## src/rtl/assert_macros.svh

```systemverilog
// Assertion macros used by the RTL file that carries concurrent checks.
// Every macro expects clk_i and rst_ni in the scope where it is used.
`ifndef ASSERT_MACROS_SVH
`define ASSERT_MACROS_SVH

// Check that a property holds at every rising edge outside reset.
`define HPA_ASSERT(lbl, prop, msg) \
  lbl: assert property (@(posedge clk_i) disable iff (!rst_ni) (prop)) else $error(msg);

// Check that a condition never holds at a rising edge outside reset.
`define HPA_ASSERT_NEVER(lbl, cond, msg) \
  lbl: assert property (@(posedge clk_i) disable iff (!rst_ni) !(cond)) else $error(msg);

`endif

```

## src/rtl/hpa_pkg.sv

```systemverilog
// Shared types and codes of the handle pool allocator.
// No dependencies; used by the controller, the datapath and the top level.
package hpa_pkg;

  typedef enum logic [2:0] {
    MODE_ACQUIRE = 3'd0,
    MODE_RELEASE = 3'd1,
    MODE_UPDATE  = 3'd2,
    MODE_INIT    = 3'd3,
    MODE_APPLY   = 3'd4,
    MODE_CLEAR   = 3'd5
  } mode_e;

  localparam logic [1:0] STS_OK         = 2'd0;
  localparam logic [1:0] STS_EXHAUSTED  = 2'd1;
  localparam logic [1:0] STS_NOT_ACTIVE = 2'd2;

  localparam logic CFG_MIN_POOL = 1'b0;
  localparam logic CFG_MAX_POOL = 1'b1;

  localparam int CFG_WIDTH  = 7;
  localparam int CNT_OUT_W  = 7;

  // Commands from the controller to the datapath.
  typedef struct packed {
    logic cap;
    logic pop;
    logic create;
    logic scan_rst;
    logic scan_adv;
    logic insert;
    logic slot_fail;
    logic set_exh;
    logic release_hit;
    logic not_found;
    logic shrink;
    logic load_cnt;
    logic fill_step;
    logic clear;
    logic out_load;
  } cmd_t;

  // Status from the datapath to the controller.
  typedef struct packed {
    logic [2:0] mode;
    logic       free_nz;
    logic       can_create;
    logic       hnd_ok;
    logic       upd_shrink;
    logic       upd_grow;
    logic       apl_grow;
    logic       apl_shrink;
    logic       slot_free;
    logic       idx_last;
    logic       hit;
    logic       miss;
    logic       fill_done;
    logic       out_free;
  } sts_t;

endpackage

```

## src/rtl/hpa_ram.sv

```systemverilog
// Generic single-write, single-read RAM with registered read data.
// No dependencies.
module hpa_ram #(
  parameter int WIDTH = 16,
  parameter int DEPTH = 64
) (
  input  logic                                   clk_i,
  input  logic                                   we_i,
  input  logic [(DEPTH > 1 ? $clog2(DEPTH) : 1)-1:0] waddr_i,
  input  logic [WIDTH-1:0]                       wdata_i,
  input  logic [(DEPTH > 1 ? $clog2(DEPTH) : 1)-1:0] raddr_i,
  output logic [WIDTH-1:0]                       rdata_o
);

  logic [WIDTH-1:0] mem_q [DEPTH];
  logic [WIDTH-1:0] rdata_q;

  always_ff @(posedge clk_i) begin
    if (we_i) begin
      mem_q[waddr_i] <= wdata_i;
    end
    rdata_q <= mem_q[raddr_i];
  end

  assign rdata_o = rdata_q;

endmodule

```

## src/rtl/hpa_datapath.sv

```systemverilog
// Datapath of the handle pool allocator: limit registers, free FIFO and active
// table memories, counters, scan index and result register. Uses hpa_pkg, hpa_ram.
module hpa_datapath #(
  parameter int POOL_DEPTH   = 64,
  parameter int HANDLE_WIDTH = 16
) (
  input  logic                             clk_i,
  input  logic                             rst_ni,
  input  logic                             cfg_we_i,
  input  logic                             cfg_idx_i,
  input  logic [hpa_pkg::CFG_WIDTH-1:0]    cfg_wdata_i,
  input  logic [2:0]                       mode_i,
  input  logic [HANDLE_WIDTH-1:0]          handle_in_i,
  input  logic                             out_ready_i,
  input  hpa_pkg::cmd_t                    cmd_i,
  output hpa_pkg::sts_t                    sts_o,
  output logic                             out_valid_o,
  output logic [HANDLE_WIDTH-1:0]          handle_out_o,
  output logic [1:0]                       status_o,
  output logic [hpa_pkg::CNT_OUT_W-1:0]    free_count_o,
  output logic [hpa_pkg::CNT_OUT_W-1:0]    busy_count_o
);

  localparam int AW = (POOL_DEPTH > 1) ? $clog2(POOL_DEPTH) : 1;
  localparam int CW = $clog2(POOL_DEPTH + 1);
  localparam int TW = CW + 1;
  localparam int LW = (CW > hpa_pkg::CFG_WIDTH) ? CW : hpa_pkg::CFG_WIDTH;
  localparam int SW = AW + 1;

  logic [hpa_pkg::CFG_WIDTH-1:0] min_q, max_q;
  logic [AW-1:0]           head_q;
  logic [CW-1:0]           free_q, active_q;
  logic [HANDLE_WIDTH-1:0] next_q;
  logic [POOL_DEPTH-1:0]   valid_q;
  logic [TW-1:0]           cnt_q;
  logic [AW-1:0]           idx_q, cmp_idx_q;
  logic                    cmp_vld_q;
  logic                    popped_q;
  logic [2:0]              mode_q;
  logic [HANDLE_WIDTH-1:0] hin_q, cand_q;
  logic [HANDLE_WIDTH-1:0] hout_q;
  logic [1:0]              res_sts_q;
  logic                    out_valid_q;
  logic [HANDLE_WIDTH-1:0] out_hnd_q;
  logic [1:0]              out_sts_q;
  logic [CW-1:0]           out_free_q, out_busy_q;

  // Limits: order the pair, then cap at the depth.
  logic [hpa_pkg::CFG_WIDTH-1:0] lo7, hi7;
  logic [LW-1:0]                 lo_ext, hi_ext;
  logic [CW-1:0]                 lim_lo, lim_hi;
  logic [TW-1:0]                 total, tgt_raw, tgt, cnt_d;
  logic [SW-1:0]                 tail_sum;
  logic [AW-1:0]                 tail;
  logic                          fifo_has_room;
  logic                          fifo_we;
  logic [HANDLE_WIDTH-1:0]       fifo_wdata, fifo_rdata, tab_rdata;
  logic                          tab_we;

  always_comb begin
    lo7    = (min_q < max_q) ? min_q : max_q;
    hi7    = (min_q < max_q) ? max_q : min_q;
    lo_ext = LW'(lo7);
    hi_ext = LW'(hi7);
    if (lo_ext > LW'(POOL_DEPTH)) lo_ext = LW'(POOL_DEPTH);
    if (hi_ext > LW'(POOL_DEPTH)) hi_ext = LW'(POOL_DEPTH);
    lim_lo = CW'(lo_ext);
    lim_hi = CW'(hi_ext);
  end

  assign total    = TW'(free_q) + TW'(active_q);
  assign tail_sum = SW'(head_q) + SW'(free_q);
  assign tail     = (tail_sum >= SW'(POOL_DEPTH)) ? AW'(tail_sum - SW'(POOL_DEPTH))
                                                  : AW'(tail_sum);
  assign fifo_has_room = free_q < CW'(POOL_DEPTH);

  assign tgt_raw = total + TW'(lim_lo >> 1);
  assign tgt     = (tgt_raw > TW'(lim_hi)) ? TW'(lim_hi) : tgt_raw;

  always_comb begin
    case (mode_q)
      hpa_pkg::MODE_UPDATE: cnt_d = tgt - total;
      hpa_pkg::MODE_INIT:   cnt_d = TW'(lim_lo);
      hpa_pkg::MODE_APPLY:  cnt_d = TW'(lim_lo) - total;
      default:              cnt_d = '0;
    endcase
  end

  always_comb begin
    sts_o.mode       = mode_q;
    sts_o.free_nz    = free_q != '0;
    sts_o.hnd_ok     = (next_q != '1) && (next_q != '0);
    sts_o.can_create = (total < TW'(lim_hi)) && (active_q < CW'(POOL_DEPTH));
    sts_o.upd_shrink = (TW'(free_q) > (TW'(lim_lo) << 1)) &&
                       (total > TW'(lim_lo));
    sts_o.upd_grow   = (free_q < (lim_lo >> 1)) && (total < TW'(lim_hi));
    sts_o.apl_grow   = total < TW'(lim_lo);
    sts_o.apl_shrink = total > TW'(lim_hi);
    sts_o.slot_free  = !valid_q[idx_q];
    sts_o.idx_last   = idx_q == AW'(POOL_DEPTH - 1);
    sts_o.hit        = cmp_vld_q && valid_q[cmp_idx_q] && (tab_rdata == hin_q);
    sts_o.miss       = cmp_vld_q && (cmp_idx_q == AW'(POOL_DEPTH - 1)) && !sts_o.hit;
    sts_o.fill_done  = (cnt_q == '0) || (total >= TW'(lim_hi)) || !sts_o.hnd_ok;
    sts_o.out_free   = !out_valid_q || out_ready_i;
  end

  // Free FIFO writes: push back a popped handle, a released one, or a new one.
  always_comb begin
    fifo_we    = 1'b0;
    fifo_wdata = cand_q;
    if (cmd_i.slot_fail && popped_q) begin
      fifo_we = 1'b1;
    end else if (cmd_i.release_hit) begin
      fifo_we    = fifo_has_room;
      fifo_wdata = hin_q;
    end else if (cmd_i.fill_step) begin
      fifo_we    = fifo_has_room;
      fifo_wdata = next_q;
    end
  end

  assign tab_we = cmd_i.insert;

  hpa_ram #(.WIDTH(HANDLE_WIDTH), .DEPTH(POOL_DEPTH)) u_fifo_ram (
    .clk_i   (clk_i),
    .we_i    (fifo_we),
    .waddr_i (tail),
    .wdata_i (fifo_wdata),
    .raddr_i (head_q),
    .rdata_o (fifo_rdata)
  );

  hpa_ram #(.WIDTH(HANDLE_WIDTH), .DEPTH(POOL_DEPTH)) u_table_ram (
    .clk_i   (clk_i),
    .we_i    (tab_we),
    .waddr_i (idx_q),
    .wdata_i (cand_q),
    .raddr_i (idx_q),
    .rdata_o (tab_rdata)
  );

  always_ff @(posedge clk_i or negedge rst_ni) begin
    if (!rst_ni) begin
      min_q       <= hpa_pkg::CFG_WIDTH'(8);
      max_q       <= hpa_pkg::CFG_WIDTH'(32);
      head_q      <= '0;
      free_q      <= '0;
      active_q    <= '0;
      next_q      <= HANDLE_WIDTH'(1);
      valid_q     <= '0;
      cnt_q       <= '0;
      idx_q       <= '0;
      cmp_idx_q   <= '0;
      cmp_vld_q   <= 1'b0;
      popped_q    <= 1'b0;
      mode_q      <= '0;
      hout_q      <= '0;
      res_sts_q   <= hpa_pkg::STS_OK;
      out_valid_q <= 1'b0;
    end else begin
      if (cfg_we_i) begin
        if (cfg_idx_i == hpa_pkg::CFG_MIN_POOL) min_q <= cfg_wdata_i;
        if (cfg_idx_i == hpa_pkg::CFG_MAX_POOL) max_q <= cfg_wdata_i;
      end
      if (cmd_i.cap) begin
        mode_q    <= mode_i;
        hout_q    <= '0;
        res_sts_q <= hpa_pkg::STS_OK;
        popped_q  <= 1'b0;
      end
      if (cmd_i.pop) begin
        head_q   <= (head_q == AW'(POOL_DEPTH - 1)) ? '0 : head_q + 1'b1;
        free_q   <= free_q - 1'b1;
        popped_q <= 1'b1;
      end
      if (cmd_i.create) begin
        next_q <= next_q + 1'b1;
      end
      if (cmd_i.scan_rst) begin
        idx_q     <= '0;
        cmp_vld_q <= 1'b0;
      end
      if (cmd_i.scan_adv) begin
        if (idx_q != AW'(POOL_DEPTH - 1)) idx_q <= idx_q + 1'b1;
        cmp_idx_q <= idx_q;
        cmp_vld_q <= 1'b1;
      end
      if (cmd_i.insert) begin
        valid_q[idx_q] <= 1'b1;
        active_q       <= active_q + 1'b1;
        hout_q         <= cand_q;
      end
      if (cmd_i.slot_fail) begin
        res_sts_q <= hpa_pkg::STS_EXHAUSTED;
        if (popped_q) free_q <= free_q + 1'b1;
      end
      if (cmd_i.set_exh) begin
        res_sts_q <= hpa_pkg::STS_EXHAUSTED;
      end
      if (cmd_i.release_hit) begin
        valid_q[cmp_idx_q] <= 1'b0;
        active_q           <= active_q - 1'b1;
        if (fifo_has_room) free_q <= free_q + 1'b1;
      end
      if (cmd_i.not_found) begin
        res_sts_q <= hpa_pkg::STS_NOT_ACTIVE;
      end
      if (cmd_i.shrink && (free_q > lim_lo)) begin
        free_q <= lim_lo;
      end
      if (cmd_i.load_cnt) begin
        cnt_q <= cnt_d;
      end
      if (cmd_i.fill_step) begin
        next_q <= next_q + 1'b1;
        cnt_q  <= cnt_q - 1'b1;
        if (fifo_has_room) free_q <= free_q + 1'b1;
      end
      if (cmd_i.clear) begin
        head_q   <= '0;
        free_q   <= '0;
        active_q <= '0;
        valid_q  <= '0;
        next_q   <= HANDLE_WIDTH'(1);
      end
      if (cmd_i.out_load) begin
        out_valid_q <= 1'b1;
      end else if (out_ready_i) begin
        out_valid_q <= 1'b0;
      end
    end
  end

  always_ff @(posedge clk_i) begin
    if (cmd_i.cap) hin_q <= handle_in_i;
    if (cmd_i.pop) cand_q <= fifo_rdata;
    if (cmd_i.create) cand_q <= next_q;
    if (cmd_i.out_load) begin
      out_hnd_q  <= hout_q;
      out_sts_q  <= res_sts_q;
      out_free_q <= free_q;
      out_busy_q <= active_q;
    end
  end

  assign out_valid_o  = out_valid_q;
  assign handle_out_o = out_hnd_q;
  assign status_o     = out_sts_q;
  assign free_count_o = hpa_pkg::CNT_OUT_W'(out_free_q);
  assign busy_count_o = hpa_pkg::CNT_OUT_W'(out_busy_q);

endmodule

```

## src/rtl/hpa_ctrl.sv

```systemverilog
// Controller state machine of the handle pool allocator.
// Uses hpa_pkg; drives commands into hpa_datapath and reads its status.
module hpa_ctrl (
  input  logic          clk_i,
  input  logic          rst_ni,
  input  logic          in_valid_i,
  output logic          in_ready_o,
  input  hpa_pkg::sts_t sts_i,
  output hpa_pkg::cmd_t cmd_o
);

  typedef enum logic [6:0] {
    ST_IDLE     = 7'b0000001,
    ST_DISPATCH = 7'b0000010,
    ST_POP      = 7'b0000100,
    ST_SLOT     = 7'b0001000,
    ST_SEARCH   = 7'b0010000,
    ST_FILL     = 7'b0100000,
    ST_DONE     = 7'b1000000
  } state_e;

  state_e state_q, state_d;

  assign in_ready_o = state_q == ST_IDLE;

  always_comb begin
    state_d = state_q;
    cmd_o   = '0;
    case (state_q)
      ST_IDLE: begin
        if (in_valid_i) begin
          cmd_o.cap = 1'b1;
          state_d   = ST_DISPATCH;
        end
      end
      ST_DISPATCH: begin
        state_d = ST_DONE;
        case (sts_i.mode)
          hpa_pkg::MODE_ACQUIRE: begin
            if (sts_i.free_nz) begin
              state_d = ST_POP;
            end else if (sts_i.can_create && sts_i.hnd_ok) begin
              cmd_o.create   = 1'b1;
              cmd_o.scan_rst = 1'b1;
              state_d        = ST_SLOT;
            end else begin
              cmd_o.set_exh = 1'b1;
            end
          end
          hpa_pkg::MODE_RELEASE: begin
            cmd_o.scan_rst = 1'b1;
            state_d        = ST_SEARCH;
          end
          hpa_pkg::MODE_UPDATE: begin
            if (sts_i.upd_shrink) begin
              cmd_o.shrink = 1'b1;
            end else if (sts_i.upd_grow) begin
              cmd_o.load_cnt = 1'b1;
              state_d        = ST_FILL;
            end
          end
          hpa_pkg::MODE_INIT: begin
            cmd_o.load_cnt = 1'b1;
            state_d        = ST_FILL;
          end
          hpa_pkg::MODE_APPLY: begin
            if (sts_i.apl_grow) begin
              cmd_o.load_cnt = 1'b1;
              state_d        = ST_FILL;
            end else if (sts_i.apl_shrink) begin
              cmd_o.shrink = 1'b1;
            end
          end
          hpa_pkg::MODE_CLEAR: begin
            cmd_o.clear = 1'b1;
          end
          default: begin
            state_d = ST_DONE;
          end
        endcase
      end
      ST_POP: begin
        cmd_o.pop      = 1'b1;
        cmd_o.scan_rst = 1'b1;
        state_d        = ST_SLOT;
      end
      ST_SLOT: begin
        if (sts_i.slot_free) begin
          cmd_o.insert = 1'b1;
          state_d      = ST_DONE;
        end else if (sts_i.idx_last) begin
          cmd_o.slot_fail = 1'b1;
          state_d         = ST_DONE;
        end else begin
          cmd_o.scan_adv = 1'b1;
        end
      end
      ST_SEARCH: begin
        if (sts_i.hit) begin
          cmd_o.release_hit = 1'b1;
          state_d           = ST_DONE;
        end else if (sts_i.miss) begin
          cmd_o.not_found = 1'b1;
          state_d         = ST_DONE;
        end else begin
          cmd_o.scan_adv = 1'b1;
        end
      end
      ST_FILL: begin
        if (sts_i.fill_done) begin
          state_d = ST_DONE;
        end else begin
          cmd_o.fill_step = 1'b1;
        end
      end
      ST_DONE: begin
        if (sts_i.out_free) begin
          cmd_o.out_load = 1'b1;
          state_d        = ST_IDLE;
        end
      end
      default: begin
        state_d = ST_IDLE;
      end
    endcase
  end

  always_ff @(posedge clk_i or negedge rst_ni) begin
    if (!rst_ni) begin
      state_q <= ST_IDLE;
    end else begin
      state_q <= state_d;
    end
  end

endmodule

```

## src/rtl/handle_pool_allocator.sv

```systemverilog
// Handle pool allocator: hands out numbered handles (first one is 1) from a
// FIFO of free handles, creating new ones up to the max limit, and takes them
// back on release. One transaction in gives exactly one result transaction out.
// Transactions are worked one at a time. Clear, update/apply shrink, idle modes
// and an acquire that finds the pool exhausted go straight to the result
// register; an acquire pops a handle from the free FIFO or creates a new one,
// then scans the active table for the first empty slot (linear slot scan);
// release scans the table entry by entry until the match or the last entry,
// one table-memory read per cycle; initialize/update/apply growth creates
// one handle at a time. A new transaction is taken while the previous result
// still waits in the output register. Limits may be written in either order;
// both are capped at POOL_DEPTH. Write the limits only while the block is idle.
`include "assert_macros.svh"

module handle_pool_allocator #(
  parameter int POOL_DEPTH   = 64,
  parameter int HANDLE_WIDTH = 16
) (
  input  logic                          clk_i,
  input  logic                          rst_ni,
  // Configuration: index 0 min_pool, index 1 max_pool.
  input  logic                          cfg_we_i,
  input  logic                          cfg_idx_i,
  input  logic [hpa_pkg::CFG_WIDTH-1:0] cfg_wdata_i,
  // Request channel.
  input  logic                          in_valid_i,
  output logic                          in_ready_o,
  input  logic [2:0]                    mode_i,
  input  logic [HANDLE_WIDTH-1:0]       handle_in_i,
  // Result channel.
  output logic                          out_valid_o,
  input  logic                          out_ready_i,
  output logic [HANDLE_WIDTH-1:0]       handle_out_o,
  output logic [1:0]                    status_o,
  output logic [hpa_pkg::CNT_OUT_W-1:0] free_count_o,
  output logic [hpa_pkg::CNT_OUT_W-1:0] busy_count_o
);

  hpa_pkg::cmd_t cmd;
  hpa_pkg::sts_t sts;

  // Sequence each transaction: dispatch on mode, scan, fill, then hold the
  // result until the output register frees up.
  hpa_ctrl u_ctrl (
    .clk_i      (clk_i),
    .rst_ni     (rst_ni),
    .in_valid_i (in_valid_i),
    .in_ready_o (in_ready_o),
    .sts_i      (sts),
    .cmd_o      (cmd)
  );

  // Hold limits, the free FIFO, the active table and the result register.
  hpa_datapath #(
    .POOL_DEPTH   (POOL_DEPTH),
    .HANDLE_WIDTH (HANDLE_WIDTH)
  ) u_datapath (
    .clk_i        (clk_i),
    .rst_ni       (rst_ni),
    .cfg_we_i     (cfg_we_i),
    .cfg_idx_i    (cfg_idx_i),
    .cfg_wdata_i  (cfg_wdata_i),
    .mode_i       (mode_i),
    .handle_in_i  (handle_in_i),
    .out_ready_i  (out_ready_i),
    .cmd_i        (cmd),
    .sts_o        (sts),
    .out_valid_o  (out_valid_o),
    .handle_out_o (handle_out_o),
    .status_o     (status_o),
    .free_count_o (free_count_o),
    .busy_count_o (busy_count_o)
  );

  // A result must never overwrite one that is still waiting.
  `HPA_ASSERT(a_out_load_free, cmd.out_load |-> (!out_valid_o || out_ready_i), "result overwritten")
  // Only one transaction in flight.
  `HPA_ASSERT(a_one_in_flight, (in_valid_i && in_ready_o) |=> !in_ready_o, "second transaction taken")
  // A pop is only issued when the free FIFO holds a handle.
  `HPA_ASSERT_NEVER(a_pop_empty, cmd.pop && !sts.free_nz, "pop from empty free FIFO")

endmodule

```

## config.mk

```make
export PLATFORM = sky130hd
export DESIGN_NAME = handle_pool_allocator
export DESIGN_NICKNAME = d
export VERILOG_FILES = /design/src/rtl/hpa_pkg.sv /design/src/rtl/hpa_ram.sv /design/src/rtl/hpa_datapath.sv /design/src/rtl/hpa_ctrl.sv /design/src/rtl/handle_pool_allocator.sv
export VERILOG_INCLUDE_DIRS = /design/src /design/src/rtl
export SDC_FILE = /design/constraint.sdc
export NUM_CORES = 2
export LEC_CHECK = 0
export BUFFER_PORTS_ARGS = -buffer_cell sky130_fd_sc_hd__buf_2
export CAP_MARGIN = 5
export CORE_MARGIN = 1.5
export CORE_UTILIZATION = 55
export CTS_CLUSTER_DIAMETER = 60
export CTS_CLUSTER_SIZE = 8
export DETAILED_ROUTE_END_ITERATION = 12
export PLACE_DENSITY = 0.71
export SLEW_MARGIN = 40
export SYNTH_ARGS = -nofsm -noshare
export SYNTH_HDL_FRONTEND = slang
export SYNTH_SLANG_ARGS = --single-unit
```

## constraint.sdc

```tcl
create_clock -name clk_i -period 14.16 [get_ports clk_i]
set_clock_uncertainty 0.2 [all_clocks]
set_input_delay 2.124 -clock clk_i [delete_from_list [all_inputs] [get_ports clk_i]]
set_output_delay 2.124 -clock clk_i [all_outputs]
set_load 0.05 [all_outputs]
```

### Word level (Yosys, flattened, before mapping)

Memories as Yosys holds them, arrays and structs flattened. A register that Yosys moved wholly into a read port is not among the register bits.
Cells that the tools add are included.

* logic and storage cells: 241
* register bits: 229
* bits in writable memories: 2048
* input port bits: 32
* memories kept: 2

* bitwise logic cells: 4
* muxes and demuxes: 120
* order comparisons: 19
* add/subtract/negate cells: 14
* equality and inequality tests: 23
* reduce and logical (&&, ||, !) cells: 36

Memories
* u_datapath.u_fifo_ram.mem_q: depth 64, bits a word 16, rd ports 1, clocked after memory_dff 1, wr ports 1, line hpa_ram.sv:15 `logic [WIDTH-1:0] mem_q [DEPTH];`
* u_datapath.u_table_ram.mem_q: depth 64, bits a word 16, rd ports 1, clocked after memory_dff 1, wr ports 1, line hpa_ram.sv:15

Operators with widths (count)
* 7-bit 2-to-1 mux: 28
* 64-bit 2-to-1 mux: 3
* 16-bit 2-to-1 mux: 10
* 64-bit AND: 1
* 64-bit NOT: 1
* 64-bit bitwise OR: 1
* 7-bit one-hot mux with 7 select lines: 1
* 1-bit 2-to-1 mux: 48
* 6-bit 2-to-1 mux: 7
* 7-bit one-hot mux with 5 select lines: 1
* 8-bit by 7-bit > comparator with 1-bit output: 3
* 8-bit 2-to-1 mux: 3
* 8-bit one-hot mux with 3 select lines: 1
* 6-bit equality test (second input constant): 3
* 2-bit 2-to-1 mux: 9
* 16-bit by 1-bit adder with 16-bit output (second input constant): 1
* 16-bit equality test: 1
* 8-bit by 7-bit less-than comparator with 1-bit output: 2
* 16-bit != test (second input constant): 1
* 16-bit nonzero test: 1
* 7-bit by 1-bit adder with 7-bit output (second input constant): 2
* 7-bit > comparator (second input constant): 2
* 6-bit by 7-bit less-than comparator with 1-bit output (second input constant): 2
* 7-bit less-than comparator (second input constant): 2
* other kinds (45): 82

### Depth between registers and ports, before layout

* depth in word-level cells: 15
* depth in mapped cells: 35

### Cells and area by module

From an unflattened synthesis, not the netlist that was laid out.

* cells, all modules: 5143
* area total of the unflattened synthesis: 94744.6 um^2

Modules (own cells, without submodules)
* hpa_ram (u_datapath.u_table_ram): area each 40042.2 um^2, cells each 1829, sequential area each 31069.8 um^2, instances 1
* hpa_ram (u_datapath.u_fifo_ram): area each 40039.7 um^2, cells each 1829, sequential area each 31069.8 um^2, instances 1
* hpa_datapath: area each 13943.4 um^2, cells each 1400, sequential area each 5879.4 um^2, instances 1
* hpa_ctrl: area each 719.4 um^2, cells each 85, sequential area each 176.4 um^2, instances 1

### Worst setup path after synthesis

No wires, ideal clock.

* path type: reg2reg
* from: register u_datapath.max_q[6] in the netlist's numbering
* to: register u_datapath.cnt_q[6]
* buffers on the path: 0
* slack: 7.513 ns
* period minus slack after synthesis: 6.647 ns
* data arrival time: 6.304 ns
* library setup time: 0.143 ns
* cell stages (with the launch flop): 34
* required time: 13.817 ns
* path through: dfrtp_1 inv_1 ha_1 a21oi_1 o21ai_0 a21oi_2 mux2i_1 inv_1 nand2_1 inv_1 ha_1 a21o_1 a21oi_1 a31o_2 nand2_1 a211oi_1 nor2_1 ha_1 a21o_1 a21oi_1 o21ai_0 o21ai_0 nand2_1 mux2i_1 ha_1 inv_1 fa_1 a21o_1 a21oi_1 o21ai_0 xor2_1 o2bb2ai_1 a2111oi_0 a311oi_1

* cells in the longest elaborated chain, start to end: 11
* elaborated cells on any way between the ends: 33

Ends and longest elaborated chain
* start: declaration: line hpa_datapath.sv:30 `logic [hpa_pkg::CFG_WIDTH-1:0] min_q, max_q;`
* start signal: assignment: line hpa_datapath.sv:145 `max_q <= hpa_pkg::CFG_WIDTH'(32);`
* start signal: assignment: line hpa_datapath.sv:163 `if (cfg_idx_i == hpa_pkg::CFG_MAX_POOL) max_q <= cfg_wdata_i;`
* 7-bit less-than comparator: line hpa_datapath.sv:61, hpa_datapath.sv:62
* 7-bit 2-to-1 mux (on tied branches): line hpa_datapath.sv:61, hpa_datapath.sv:62
* 7-bit > comparator (on tied branches): line hpa_datapath.sv:65, hpa_datapath.sv:66
* 7-bit 2-to-1 mux (on tied branches): line hpa_datapath.sv:65, hpa_datapath.sv:66
* 8-bit by 6-bit adder with 8-bit output (tied with other cells): line hpa_datapath.sv:77 `assign tgt_raw = total + TW'(lim_lo >> 1);`
* 8-bit by 7-bit > comparator with 1-bit output or 1-bit logical AND (tied branches): line hpa_datapath.sv:78, hpa_datapath.sv:96
* 8-bit 2-to-1 mux or 1-bit 2-to-1 mux (tied branches): line hpa_datapath.sv:78, hpa_ctrl.sv:57
* 8-bit subtractor or 1-bit 2-to-1 mux (tied branches): line hpa_datapath.sv:82, hpa_ctrl.sv:55
* 8-bit one-hot mux with 3 select lines or 1-bit one-hot mux with 3 select lines (tied branches): line hpa_datapath.sv:81, hpa_ctrl.sv:38
* 8-bit 2-to-1 mux or 2-bit 2-to-1 mux (tied branches): line hpa_datapath.sv:211, hpa_ctrl.sv:29
* 8-bit 2-to-1 mux or 2-bit nonzero test (tied branches)
* end signal: assignment: line hpa_datapath.sv:212 `cnt_q <= cnt_d;`
* end signal: assignment: line hpa_datapath.sv:216 `cnt_q <= cnt_q - 1'b1;`
* end: declaration: line hpa_datapath.sv:35 `logic [TW-1:0] cnt_q;`

Parallel ways exist; a longest one is shown, timed or not. The select of a mux whose other input is x is not followed.
A chain may end at the register's enable or synchronous reset.

### Worst setup path after layout

Same ends and word-level chain as after synthesis.

==> flow_metrics.env <==
export IMPL_yosys_cell_count_top_type="edfxtp_1"
export IMPL_power_mw=17.2
export IMPL_gp_congestion=0.909
export IMPL_final_area_mm2=0.107
export IMPL_grt_usage_pct=27.0
export IMPL_async_flop_share_pct=7.15
export IMPL_die_h_um=414
export IMPL_grt_busiest_layer="met2"
export IMPL_reg2regPathDepth=33
export IMPL_slew_headroom_pct=39.6
export IMPL_leakagePower_nw=34.3
export IMPL_first_global_vias=48300
export IMPL_fin_crit_ns=8.04
export IMPL_path_max_fanout=16
export IMPL_grt_pass1_wl_mm=337
export IMPL_cpPeakStageDelay_ns=0.51
export IMPL_ff2ff_setup_slack_ns=6.12
export IMPL_worst_slack_ns=6.12
export IMPL_grt_overflow_total=0
export IMPL_max_freq_ghz=0.124
export IMPL_dieArea_mm2=0.172
export IMPL_grt_max_degree=81
export IMPL_finalHoldViolCount=0
export IMPL_antenna_found_initial=6
export IMPL_final_cells=7194
export IMPL_synth_seq_cells=2309
export IMPL_ir_drop_mv=0.146
export IMPL_coreArea_mm2=0.168
export IMPL_dp_hpwl_mm=134
export IMPL_ant_nets=0
export IMPL_post_cts_setup_buffers=0
export IMPL_yosysTopAreaCell="edfxtp_1"
export IMPL_cts_sinks=2309
export IMPL_startpoint="u_datapath.max_q[6]"
export IMPL_drv_cap=0
export IMPL_pre_cts_slack_ns=6.10
export IMPL_cts_tree="done"
export IMPL_grtUsageMet2_pct=41.6
export IMPL_synth_cells=4526
export IMPL_path_clk_slew_ns=0.05
export IMPL_report_final_slew_viol_count=0
export IMPL_cts_buffers=341
export IMPL_fillers=11000
export IMPL_avgSynthCellArea_um2=20.6
export IMPL_fin_crit_sh_pct=56.8
export IMPL_final_nets=5024
export IMPL_outcome="complete, no violations"
export IMPL_critPathArrivalTime_ns=8.58
export IMPL_crit_slowest_cell="a21oi_4"
export IMPL_io_pins=66
export IMPL_setup_violations=0
export IMPL_place_inst=6757
export IMPL_critical_path_depth=33
export IMPL_fin_util_pct=63.6
export IMPL_area_growth_pct=14.5
export IMPL_cts_repair_resized=0
export IMPL_die_w_um=414
export IMPL_clk_path_buf_depth=4
export IMPL_crit_buf_inv=4
export IMPL_reg2reg_to="u_datapath.cnt_q[6]"
export IMPL_synthTopCellsByArea="edfxtp_1, mux4_2, dfrtp_1"
export IMPL_critPathCapture="u_datapath.cnt_q[6]"
export IMPL_viasPerCell=6.68
export IMPL_firstDrtPassIters=5
export IMPL_ys_warn_count=0
export IMPL_ys_top_cells_by_count="edfxtp_1, mux4_2, nor2_1"
export IMPL_hp_class="flip-flop to flip-flop"
export IMPL_cts_root_buf="clkbuf_16"
export IMPL_postCtsHoldBufs=0
export IMPL_syn_nets=4646
export IMPL_post_dp_cell_area_mm2=0.0972
export IMPL_grt_use_met1_pct=39.0
export IMPL_num_vias=48100
export IMPL_wire_per_inst_um=32.0
export IMPL_r2r_start="u_datapath.max_q[6]"
export IMPL_start_util_pct=55.5
export IMPL_drive_gt1_share_pct=30.0
export IMPL_synthFlopType="edfxtp_1"
export IMPL_endpoint_kind="flip-flop"
export IMPL_syn_area_mm2=0.0931
export IMPL_cts_htree_levels=5
export IMPL_drcViolationCount=0
export IMPL_numPortBuffers=65
export IMPL_cellPowerDensity_mw_per_mm2=161
export IMPL_fin_worst_hold_slack_ns=0.242
export IMPL_clk_latency_ns=0.92
export IMPL_synth_top_area_share_pct=68.1
export IMPL_synth_edf_count=2112
export IMPL_rows=150
export IMPL_detail_route_iter0_violations=6425
export IMPL_drt_wl_total_mm=230
export IMPL_synth_seq_area_share_pct=73.3
export IMPL_rsz0062_at_grt="false"
export IMPL_use_met3_pct=5.70
export IMPL_setup_tns_ns=0
export IMPL_startpoint_type="flip-flop"
export IMPL_critPathTopFamily="compound AO/OA/AOI/OAI gates"
export IMPL_required_ns=14.70
export IMPL_synth_cell_types=90
export IMPL_worstSetupPathType="flip-flop to flip-flop"
export IMPL_tightest_slew_ns=0.906
-- worst reg2reg max path: cells and delay by family (launching register included) --
family	cells	cell delay, ns
compound gates	17	3.41
xor+xnor	1	0.16
fa+ha+maj	5	1.59
buf+inv	4	0.54
flops	1	0.42
mux	2	0.79
simple gates	4	0.80
-- power by group --
group / internal, mW / switching [mW]
Combinational: 1.07 / 1.38
Clock: 4.34 / 2.72
Sequential: 7.55 / 0.138
-- registers in the layout, indices dropped and copies added (netlist names), 7 cells and up --
name	cells
u_datapath.min_q	7
u_datapath.cnt_q	8
u_datapath.hout_q	16
u_datapath.next_q	16
u_datapath.free_count_o	7
u_ctrl.state_q	7
u_datapath.u_fifo_ram.rdata_o	16
u_datapath.handle_out_o	16
u_datapath.cand_q	16
u_datapath.active_q	7
u_datapath.valid_q	64
u_datapath.u_table_ram.rdata_o	16
u_datapath.free_q	7
u_datapath.max_q	7
u_datapath.hin_q	16
u_datapath.u_fifo_ram.mem_q	1024
u_datapath.busy_count_o	7
u_datapath.u_table_ram.mem_q	1024
-- layer usage --
metal	part of all wire [%]	wire (µm)
met1	39	90900
met2	48	110000
met3	9.6	22100
met4	3.2	7340
met5	0.011	26
-- cell usage in the layout, fill, tap and decap left out, drive strengths merged, types with 21 or more instances in the layout --
master,n
a211oi,64
a21o,21
a21oi,104
buf,261
clkbuf,409
dfrtp,161
dfxtp,32
edfxtp,2112
ha,82
inv,86
mux2,40
mux2i,38
mux4,695
nand2,108
nand3,57
nor2,255
nor3,25
o21ai,63
xnor2,44
xor2,36
-- how the worst min path moves through the flow --
stage,startpoint,end,depth (start not counted)
2_1_floorplan,u_datapath.hout_q[0],u_datapath.handle_out_o[0],0
3_3_place_gp,u_datapath.hout_q[15],u_datapath.handle_out_o[15],0
3_5_place_dp,u_datapath.hout_q[3],u_datapath.handle_out_o[3],0
5_1_grt,u_datapath.hout_q[3],u_datapath.handle_out_o[3],0
6_report,u_datapath.hout_q[3],u_datapath.handle_out_o[3],0
4_1_cts,u_datapath.hout_q[3],u_datapath.handle_out_o[3],0
-- cell families (layout without fill, tap and decap cells) --
kind of cell             Yosys count  in the layout  synth area share, %
multiplexers                     773            773                 17.7
flip-flops                      2309           2309                 73.3
AND/OR/NAND/NOR                  588            588                 3.00
AO/OA/AOI/OAI                    380            380                 2.75
buffers and inverters            307            770                 1.27
other                              0              1                    0
XOR/XNOR                          80             80                0.753
adder cells (fa/ha/maj)           89             89                 1.24
-- area by class of cell --
class	instances	area (µm²)	share of cell area, %
sequential	2309	68200	64.0
multi-input combinational	1910	24100	22.6
clock buffer	408	8870	8.32
tap	2204	2760	2.59
timing repair buffer	262	2020	1.89
inverter	80	305	0.287
clock inverter	20	251	0.236
antenna	1	2.50	0.00235
Note: power is estimated with default switching activity, not from simulation.
